===== src/hw/rtl/usvg_pkg.sv =====
`default_nettype none

package usvg_pkg;

    localparam int SEG_W   = 9;
    localparam int RAD_W   = 16;
    localparam int CFG_W   = 2;
    localparam int Q_W     = 34;
    localparam int PH_W    = 32;
    localparam int CORD_W  = 33;
    localparam int Z_W     = 33;
    localparam int TRIG_W  = 18;
    localparam int PROD_W  = 36;
    localparam int RCT_W   = 35;
    localparam int RPROD_W = 53;
    localparam int COMP_W  = 32;
    localparam int TEX_W   = 17;

    localparam int DIV_STAGES      = 11;
    localparam int DIV_STEPS       = 3;
    localparam int CORDIC_STEPS    = 30;
    localparam int COR_STEPS       = 3;
    localparam int COR_ITER_STAGES = 10;

    localparam int ST_COR_IN  = DIV_STAGES + 1;
    localparam int ST_COR_OUT = DIV_STAGES + COR_ITER_STAGES + 2;
    localparam int ST_M1      = ST_COR_OUT + 1;
    localparam int ST_M2      = ST_COR_OUT + 2;
    localparam int ST_M3      = ST_COR_OUT + 3;
    localparam int ST_M4      = ST_COR_OUT + 4;
    localparam int ST_N       = ST_M4 + 1;
    localparam int TEX_N      = ST_M4 - ST_COR_IN;

    localparam logic [CFG_W-1:0] CFG_RADIUS  = 2'd0;
    localparam logic [CFG_W-1:0] CFG_LAT_SEG = 2'd1;
    localparam logic [CFG_W-1:0] CFG_LON_SEG = 2'd2;

    localparam logic [RAD_W-1:0] RADIUS_RESET = 16'd256;
    localparam logic [SEG_W-1:0] SEG_RESET    = 9'd16;

    localparam logic signed [CORD_W-1:0] CORDIC_GAIN = 33'sd652032874;
    localparam logic signed [Z_W-1:0] HALF_TURN    = 33'sd2147483648;
    localparam logic signed [Z_W-1:0] QUARTER_TURN = 33'sd1073741824;

    localparam logic signed [Z_W-1:0] ATAN_TURNS [CORDIC_STEPS] = '{
        33'sd536870912, 33'sd316933406, 33'sd167458907, 33'sd85004756,
        33'sd42667331, 33'sd21354465, 33'sd10679838, 33'sd5340245,
        33'sd2670163, 33'sd1335087, 33'sd667544, 33'sd333772,
        33'sd166886, 33'sd83443, 33'sd41722, 33'sd20861,
        33'sd10430, 33'sd5215, 33'sd2608, 33'sd1304,
        33'sd652, 33'sd326, 33'sd163, 33'sd81,
        33'sd41, 33'sd20, 33'sd10, 33'sd5,
        33'sd3, 33'sd1
    };

    typedef enum logic [2:0] {
        KIND_POS,
        KIND_NORMAL,
        KIND_TANGENT,
        KIND_BITANGENT,
        KIND_TEXCOORD
    } t_attr_kind;

    typedef struct packed {
        logic             qbit;
        logic [SEG_W-1:0] rem;
    } t_div_res;

    function automatic t_div_res div_step(input logic [SEG_W-1:0] rem,
                                          input logic [SEG_W-1:0] den);
        logic [SEG_W:0] sh;
        t_div_res       res;
        sh = {rem, 1'b0};
        if (sh >= {1'b0, den}) begin
            res.qbit = 1'b1;
            res.rem  = SEG_W'(sh - {1'b0, den});
        end else begin
            res.qbit = 1'b0;
            res.rem  = sh[SEG_W-1:0];
        end
        return res;
    endfunction

    function automatic logic signed [TRIG_W-1:0] q30_to_q16(
        input logic signed [CORD_W-1:0] v);
        logic signed [CORD_W-1:0] r;
        r = (v + 33'sd8192) >>> 14;
        if (r > 33'sd65536) begin
            r = 33'sd65536;
        end else if (r < -33'sd65536) begin
            r = -33'sd65536;
        end
        return TRIG_W'(r);
    endfunction

endpackage

`default_nettype wire


===== src/hw/rtl/usvg_div.sv =====
`default_nettype none

module usvg_div (
    input  wire logic                        i_clk,
    input  wire logic                        i_en,
    input  wire logic [usvg_pkg::SEG_W-1:0]  i_num,
    input  wire logic [usvg_pkg::SEG_W-1:0]  i_den,
    output logic      [usvg_pkg::Q_W-1:0]    o_quo
);

    localparam int NS = usvg_pkg::DIV_STAGES;

    logic [usvg_pkg::SEG_W-1:0] r_rem [NS];
    logic [usvg_pkg::Q_W-1:0]   r_quo [NS];
    logic [usvg_pkg::SEG_W-1:0] w_ri  [NS];
    logic [usvg_pkg::Q_W-1:0]   w_qi  [NS];
    logic [usvg_pkg::SEG_W-1:0] n_rem [NS];
    logic [usvg_pkg::Q_W-1:0]   n_quo [NS];

    for (genvar g = 0; g < NS; g++) begin : g_st
        if (g == 0) begin : g_head
            assign w_qi[g] = {{(usvg_pkg::Q_W-1){1'b0}}, (i_num >= i_den)};
            assign w_ri[g] = (i_num >= i_den) ? i_num - i_den : i_num;
        end else begin : g_body
            assign w_qi[g] = r_quo[g-1];
            assign w_ri[g] = r_rem[g-1];
        end

        always_comb begin
            logic [usvg_pkg::SEG_W-1:0] rem;
            logic [usvg_pkg::Q_W-1:0]   quo;
            usvg_pkg::t_div_res         st;
            rem = w_ri[g];
            quo = w_qi[g];
            for (int k = 0; k < usvg_pkg::DIV_STEPS; k++) begin
                st  = usvg_pkg::div_step(rem, i_den);
                rem = st.rem;
                quo = {quo[usvg_pkg::Q_W-2:0], st.qbit};
            end
            n_rem[g] = rem;
            n_quo[g] = quo;
        end

        always_ff @(posedge i_clk) begin
            if (i_en) begin
                r_rem[g] <= n_rem[g];
                r_quo[g] <= n_quo[g];
            end
        end
    end

    assign o_quo = r_quo[NS-1];

endmodule

`default_nettype wire


===== config.mk =====
export PLATFORM = sky130hd
export DESIGN_NAME = usvg_div
export DESIGN_NICKNAME = d
export VERILOG_FILES = /design/src/hw/rtl/usvg_pkg.sv /design/src/hw/rtl/usvg_div.sv
export SDC_FILE = /design/constraint.sdc
export NUM_CORES = 1
export LEC_CHECK = 0
export BUFFER_PORTS_ARGS = -buffer_cell sky130_fd_sc_hd__buf_2
export CAP_MARGIN = 0
export CORE_UTILIZATION = 68
export CTS_CLUSTER_DIAMETER = 40
export CTS_CLUSTER_SIZE = 16
export DETAILED_ROUTE_END_ITERATION = 12
export GPL_TIMING_DRIVEN = 0
export PLACE_DENSITY = 0.86
export RECOVER_POWER = 50
export SLEW_MARGIN = 20
export SYNTH_ARGS = -nofsm -noshare
export SYNTH_HDL_FRONTEND = slang
export SYNTH_SLANG_ARGS = --single-unit

===== constraint.sdc =====
create_clock -name i_clk -period 17.4 [get_ports i_clk]
set_input_delay 2.61 -clock i_clk [delete_from_list [all_inputs] [get_ports i_clk]]
set_output_delay 2.61 -clock i_clk [all_outputs]
set_load 0.05 [all_outputs]

# ---- Yosys cells after proc, flatten, opt, wreduce, memory -nomap -nowiden
# Memory sizes are Yosys's and may differ from the RTL's.
# Cells that the tools add are included.
# W data, S select, Z words.
dict set report word_totals {
  reg_bits 0
  ramBits 473
  input_bits 20
  word_cells 106
  mem_count 2
}
# memory depth width rd rd_clocked_by_memory_dff wr line_no
set mem_list {}
lappend mem_list {r_quo 11 34 11 0 11 usvg_div.sv:14} ;# logic [usvg_pkg::Q_W-1:0] r_quo [NS];
lappend mem_list {r_rem 11 9 10 0 11 usvg_div.sv:13} ;# logic [usvg_pkg::SEG_W-1:0] r_rem [NS];
dict set report classes {
  addsub 34
  order_cmp 34
  n_mux 36
}
# op count
set op_table {}
lappend op_table {{$ge A10 B9 Y1} 33}
lappend op_table {{$mux W10} 33}
lappend op_table {{$sub A9 B9 Y9} 34}
lappend op_table {{$ge A9 B9 Y1} 1}
lappend op_table {{$mux W9} 1}
lappend op_table {{$mux W1} 2}

# ---- Depth between registers and ports, before layout
# Gate-level depths: netlist (run 1).
dict set report depth {
  word_depth 8
  mapped_depth 38
  depth_no_buf 34
}

# ---- Least setup slack after synthesis (run 1)
# OpenSTA, ideal clock, no wires.
dict set report synth_path {
  kind {in2reg}
  startpoint {input i_den[1] in the netlist's numbering}
  endpoint {memory r_rem[0][2] in the netlist's numbering, data pin}
  setup_ns 0.260
  t_arrival_ns 10.771
  required_ns 17.140
  path_slack_ns 6.369
  stages 34
  n_path_buf 5
  path_cell_list {buf_6 -> buf_4 -> inv_1 -> ha_1 -> nor2b_1 -> o31ai_2 -> a21oi_1 -> a21o_1 -> clkbuf_8 -> mux2_2 -> ha_1 -> a21oi_1 -> o21ai_1 -> a21o_2 -> a21oi_1 -> o31ai_4 -> buf_6 -> mux2_2 -> ha_1 -> nand3_1 -> o211ai_2 -> a41oi_2 -> nor2b_1 -> or4b_4 -> o2bb2ai_2 -> buf_6 -> mux2_2 -> ha_1 -> or3_1 -> o21ai_0 -> o2111ai_1 -> inv_1 -> o2111ai_4 -> mux2_2}
}
# item line_no
set synth_lines {}
lappend synth_lines {{start, declared} usvg_div.sv:7} ;# input wire logic [usvg_pkg::SEG_W-1:0] i_den,
lappend synth_lines {{end, declared} usvg_div.sv:13}

==> results of run 1 <==
[through the flow]
stage / utilization [%] / setup slack (ns) / std cells / hold WS, ns / cell area [µm²]
floorplan: - / 6.37 / 2125 / 0.400 / 23200
global placement: 71.7 / 4.69 / 2626 / 0.400 / 24000
detailed placement: 72.5 / 5.52 / 2638 / 0.405 / 24300
CTS: 76.8 / 6.07 / 2713 / 0.412 / 25800
global route: 76.6 / 5.51 / 2713 / 0.410 / 25700
finish: 76.6 / 5.97 / 2713 / 0.414 / 25700
[placed cells by master, fill, tap and decap left out, drive strengths merged, types with 13 or more instances in the layout]
| cell | Yosys | layout |
|---|---|---|
| or2 | 21 | 21 |
| buf | 18 | 79 |
| nor2b | 42 | 42 |
| a211oi | 24 | 24 |
| xnor2 | 112 | 112 |
| o21bai | 45 | 45 |
| mux2i | 21 | 21 |
| and3 | 13 | 13 |
| clkbuf | 15 | 63 |
| xor2 | 91 | 91 |
| o21a | 16 | 16 |
| nor3 | 36 | 36 |
| inv | 76 | 97 |
| edfxtp | 299 | 299 |
| mux2 | 173 | 173 |
| nand2 | 107 | 107 |
| o21ai | 154 | 154 |
| a21oi | 146 | 146 |
| ha | 283 | 283 |
| nor2 | 128 | 128 |
| nand3 | 21 | 21 |
| nand4 | 43 | 43 |
| a21o | 104 | 104 |
| or3 | 15 | 15 |
[synthesized netlist by cell type, types with 14 or more instances]
library cell,n
or2_2,21
nand2_1,107
o21a_1,16
a211oi_1,19
xor2_1,91
nand4_1,43
mux2_2,172
clkbuf_1,14
nor2b_1,42
o21bai_1,45
ha_1,283
nor2_1,126
nand3_1,21
a21oi_1,141
edfxtp_1,299
inv_1,76
a21o_1,102
nor3_1,35
xnor2_1,112
mux2i_1,21
o21ai_0,138
[worst max-delay path: cells and delay by family]
family          cells  cell delay (ns)
fa+ha+maj           4             1.18
mux                 4             1.35
buf+inv            10             2.04
simple gates        5             1.29
compound gates     14             3.23
[sequential cells by signal, summed over array words and instances, names as in the netlist]
register and flops:
r_quo 209, r_rem 90
[layer usage]
metal,part of all wire (%),GRT usage [%]
met1,41,37.1
met2,49,53.3
met3,5.7,4.89
met4,4.6,14.9
met5,0,0
[cell type report]
class | instances | share of cell area [%]
Clock inverter | 31 | 1.56
Buffer | 33 | 0.775
Clock buffer | 44 | 4.04
Sequential cell | 299 | 35.0
Inverter | 76 | 1.11
Timing Repair Buffer | 65 | 1.80
Tap cell | 448 | 2.18
Multi-Input combinational cell | 1717 | 53.6
[cells by family after synthesis]
family                   after synthesis  share of synthesized area [%]
AO/OA/AOI/OAI                        570                           16.3
XOR/XNOR                             203                           7.66
adder cells (fa/ha/maj)              295                           16.3
buffers and inverters                109                           2.08
flip-flops                           299                           38.7
multiplexers                         194                           9.31
AND/OR/NAND/NOR                      455                           9.68
[worst max-delay path by stage]
| stage | start | endpoint | slack (ns) |
|---|---|---|---|
| after CTS | i_den[1] | r_rem[0][7] | 6.07 |
| after floorplan | i_den[1] | r_rem[0][2] | 6.37 |
| after global routing | i_den[1] | r_rem[0][7] | 5.51 |
| after detailed placement | i_den[1] | r_rem[0][7] | 5.52 |
| after global placement | i_den[1] | r_rem[0][8] | 4.69 |
| final | i_den[1] | r_rem[0][7] | 5.97 |
==> flow_summary.ini, run 1 <==
[status]
status = finished, violations left
violations = max-capacitance violations, max-slew violations

[route]
drt_wl_total_mm = 53.5
via_per_inst = 6.45
drtAntennaViolNets = 0
post_drt_wl_per_cell_um = 19.7
drc_errors = 0
vias = 17500
first_iter_violations = 1144
dr.pass1.iters = 7

[yosys]
synth.area.top_cells = edfxtp_1 39%, ha_1 15%, mux2_2 8.3%
ys_ff_latch = 299
synth_nets = 2440
ys_types = 76
syn_area_mm2 = 0.0232
synth_seq_area_share_pct = 38.7
yosysWarnings = 0
synth_edf_count = 299
synthFlopType = edfxtp_1
netlist_instances = 2125
syn_area_per_cell_um2 = 10.9
ys_async_sr_fraction_pct = 0
synth_top_area_share_pct = 38.7
yosys.area.top_type = edfxtp_1

[global_route]
grt_pass1_vias = 17500
grt_max_degree = 102
grt_use_total_pct = 30.7
grt_pass1_wl_mm = 86.6
grt_overflow = 0
antenna_found_initial = 0

[critical_path]
reg2reg_from = r_rem[0][0]
critPathMostFrequentCell = ha_1
crit_fanout = 27
r2r-end = r_rem[1][3]
critPathMaxStageDelay_ns = 0.52
r2r_slack_ns = 10.49
cp-end-kind = register
reg2regPathDepth = 24
crit_slowest_cell = or4b_4
worstSetupPathType = in -> reg
cp.required_ns = 17.71
cp.arrival_ns = 11.74
worstSetupStartpointType = input port

[sta]
finalCritPeriodShare_pct = 65.7
slew_headroom_pct = -272
rsz0062_at_grt = no
slew_viol_final = 292
hold_viol = 0
max_clock_freq_mhz = 87.5
min_period_ns = 11.43
worst_slew_pin_slew_ns = 5.58
fin_skew_ns = 0.0162
fin_setup_tns_ns = 0
setup_viol_count_final = 0

[worst_hold_path]
whs_path_depth = 0
hold_start = r_quo[7][18]
min_delay_worst_endpoint = r_quo[8][21]
min_path_type = reg -> reg

[clocking]
cts_tree = yes
ctsHoldBuffers = 0
cts.sinks = 299
h-tree-depth = 2
postCtsSetupBuffers = 0
root_buffer = clkbuf_16
cts_resized = 0
insertion_delay_ns = 0.56
cts_buffers = 41
cts_max_path_buffers = 3
path_clk_slew_ns = 0.07

[floorplanning]
die_x_um = 187
io_pins = 54
start_util_pct = 69.2
fp.coreArea_mm2 = 0.0335
die_h_um = 187
rows = 67
dieArea_mm2 = 0.0349

[layout]
drive_gt1_share_pct = 17.6
multi_input_area_mm2 = 0.0138
seq_area_mm2 = 0.00898
area_growth_pct = 10.6
nNetsFinal = 2548
antenna_cells = 0
nFillCells = 2176

[placement]
dpl.hpwl_mm = 36.8
port_buffers = 53
globalplace.congestion = 0.882

[flow_run]
drv_cap = 3
Power of run 1 is left out: the tool's default activity adds up to more than one toggle a clock period on the data nets, which glitch-free logic cannot reach.
==> inputs of run 2 (changes only) <==
- CORE_UTILIZATION: 68 -> 58
- PLACE_DENSITY: 0.86 -> 0.78
- clock period: 17.4 -> 10.4 ns (I/O delays scaled with it)
==> flow_summary.ini, run 2 (same netlist as run 1, synthesis figures left out) <==
[floorplanning]
rows = 72
start_util_pct = 59.4
io_pins = 54
fp.coreArea_mm2 = 0.0391
die_h_um = 202
dieArea_mm2 = 0.0408
die_x_um = 202

[placement]
dpl.hpwl_mm = 36.5
globalplace.congestion = 0.890
place_area_mm2 = 0.0244
post-place-ws_ns = -0.337
port_buffers = 53

[layout]
drive_gt1_share_pct = 17.9
layout_common_cells = 299 x edfxtp_1, 283 x ha_1, 172 x mux2_2
fin_area_mm2 = 0.0259
largest-register = r_quo
nNetsFinal = 2549
final_core_util_pct = 66.3
reg.largest.list = r_quo (209), r_rem (90)
area_growth_pct = 11.6
final_common_cell = edfxtp_1
largest_reg_flops = 209
antenna_cells = 0

[route]
post_drt_wl_per_cell_um = 18.5
first_iter_violations = 962
drc_errors = 0
via_per_inst = 6.12
drt_wl_total_mm = 51.5
dr.pass1.iters = 5
vias = 17100
drtAntennaViolNets = 0

[critical_path]
worstSetupStartpointType = input port
critPathMaxStageDelay_ns = 0.52
reg2reg_from = r_rem[3][0]
crit_fanout = 45
crit_slowest_cell = or4b_4
r2r_slack_ns = 3.60
critPathMostFrequentCell = ha_1
cp-end-kind = register
cp.required_ns = 10.70
reg2regPathDepth = 21
worstSetupPathType = in -> reg
cp.arrival_ns = 10.24
r2r-end = r_rem[4][6]

[global_route]
antenna_found_initial = 0
grt_pass1_vias = 17300
grt_use_total_pct = 25.4
grt_max_degree = 87
grt_pass1_wl_mm = 84.0
grt_overflow = 0

[worst_hold_path]
whs_path_depth = 0
min_path_type = reg -> reg
hold_start = r_quo[8][3]
min_delay_worst_endpoint = r_quo[9][6]

[clocking]
root_buffer = clkbuf_16
postCtsSetupBuffers = 0
cts_max_path_buffers = 3
h-tree-depth = 2
insertion_delay_ns = 0.56
cts_buffers = 43
cts_tree = yes
cts.sinks = 299
path_clk_slew_ns = 0.06

[sta]
slew_viol_final = 218
max_clock_freq_mhz = 101
min_period_ns = 9.93
hold_viol = 0
slew_headroom_pct = -179
finalCritPeriodShare_pct = 95.5
fin_ws_ns = 0.466
setup_viol_count_final = 0
fin_skew_ns = 0.0142
worst_slew_pin_slew_ns = 4.19

[status]
status = finished, violations left
violations = max-capacitance violations, max-slew violations

[flow_run]
drv_cap = 3
-- run 2: cell types whose count changed in the layout (fill, tap and decap cells not counted), moves of 2 or more --
cell       delta
clkbuf_1      -5
clkinv_8      +5
clkinv_4      +4
clkbuf_16     +3
inv_8         -3
inv_6         -2
-- run 2: layer usage --
layer / wire [µm] / vias to the layer above / track usage, % / part of all wire [%]
met3: 2450 / 151 / 3.74 / 4.7
met1: 21600 / 8159 / 30.5 / 42
met4: 2060 / 0 / 11.4 / 4.0
met2: 25400 / 451 / 44.8 / 49
met5: 0 / - / 0 / 0
li1: - / 8293 / - / -
-- run 2: cell type report --
class	instances	area (µm²)
Fill cell	2978	13200
Buffer	33	200
Clock inverter	36	455
Timing Repair Buffer	64	467
Inverter	76	302
Clock buffer	44	1100
Tap cell	518	648
Sequential cell	299	8980
Multi-Input combinational cell	1717	13800
-- run 2: worst max path at each step --
stage                     slack [ns]  cells after the start          end      from
final                           0.47                     36  r_rem[0][6]  i_den[1]
after global routing          -0.002                     36  r_rem[0][6]  i_den[1]
after CTS                       0.23                     36  r_rem[0][6]  i_den[1]
after detailed placement       -0.34                     36  r_rem[0][6]  i_den[1]
after global placement         -1.41                     36  r_rem[0][8]  i_den[1]
after floorplan                 0.42                     34  r_rem[0][2]  i_den[1]
-- run 2: what timing repair did --
item / CTS / global route
hold endpoints to repair: 0 / 0
hold buffers: 0 / 0
resized for setup: 0 / 7
endpoints found under the setup margin: 0 / 26
-- run 2: stage by stage --
| stage | std cells | TNS (ns) | hold slack (ns) |
|---|---|---|---|
| 2_1_floorplan | 2125 | 0 | 0.400 |
| 3_3_place_gp | 2696 | -93.12 | 0.400 |
| 3_5_place_dp | 2707 | -3.86 | 0.405 |
| 4_1_cts | 2787 | 0 | 0.405 |
| 5_1_grt | 2787 | -0.00214 | 0.410 |
| 6_report | 2787 | 0 | 0.408 |
-- run 2: worst max-delay path, delay by kind of cell --
family / cells / cell delay, ns
adders and majority gates: 4 / 1.22
AOI/OAI and AO/OA: 14 / 3.17
and+or+nand+nor: 5 / 1.26
buffers and inverters: 9 / 1.59
muxes: 4 / 1.35
Power of run 2 is left out for the same reason.
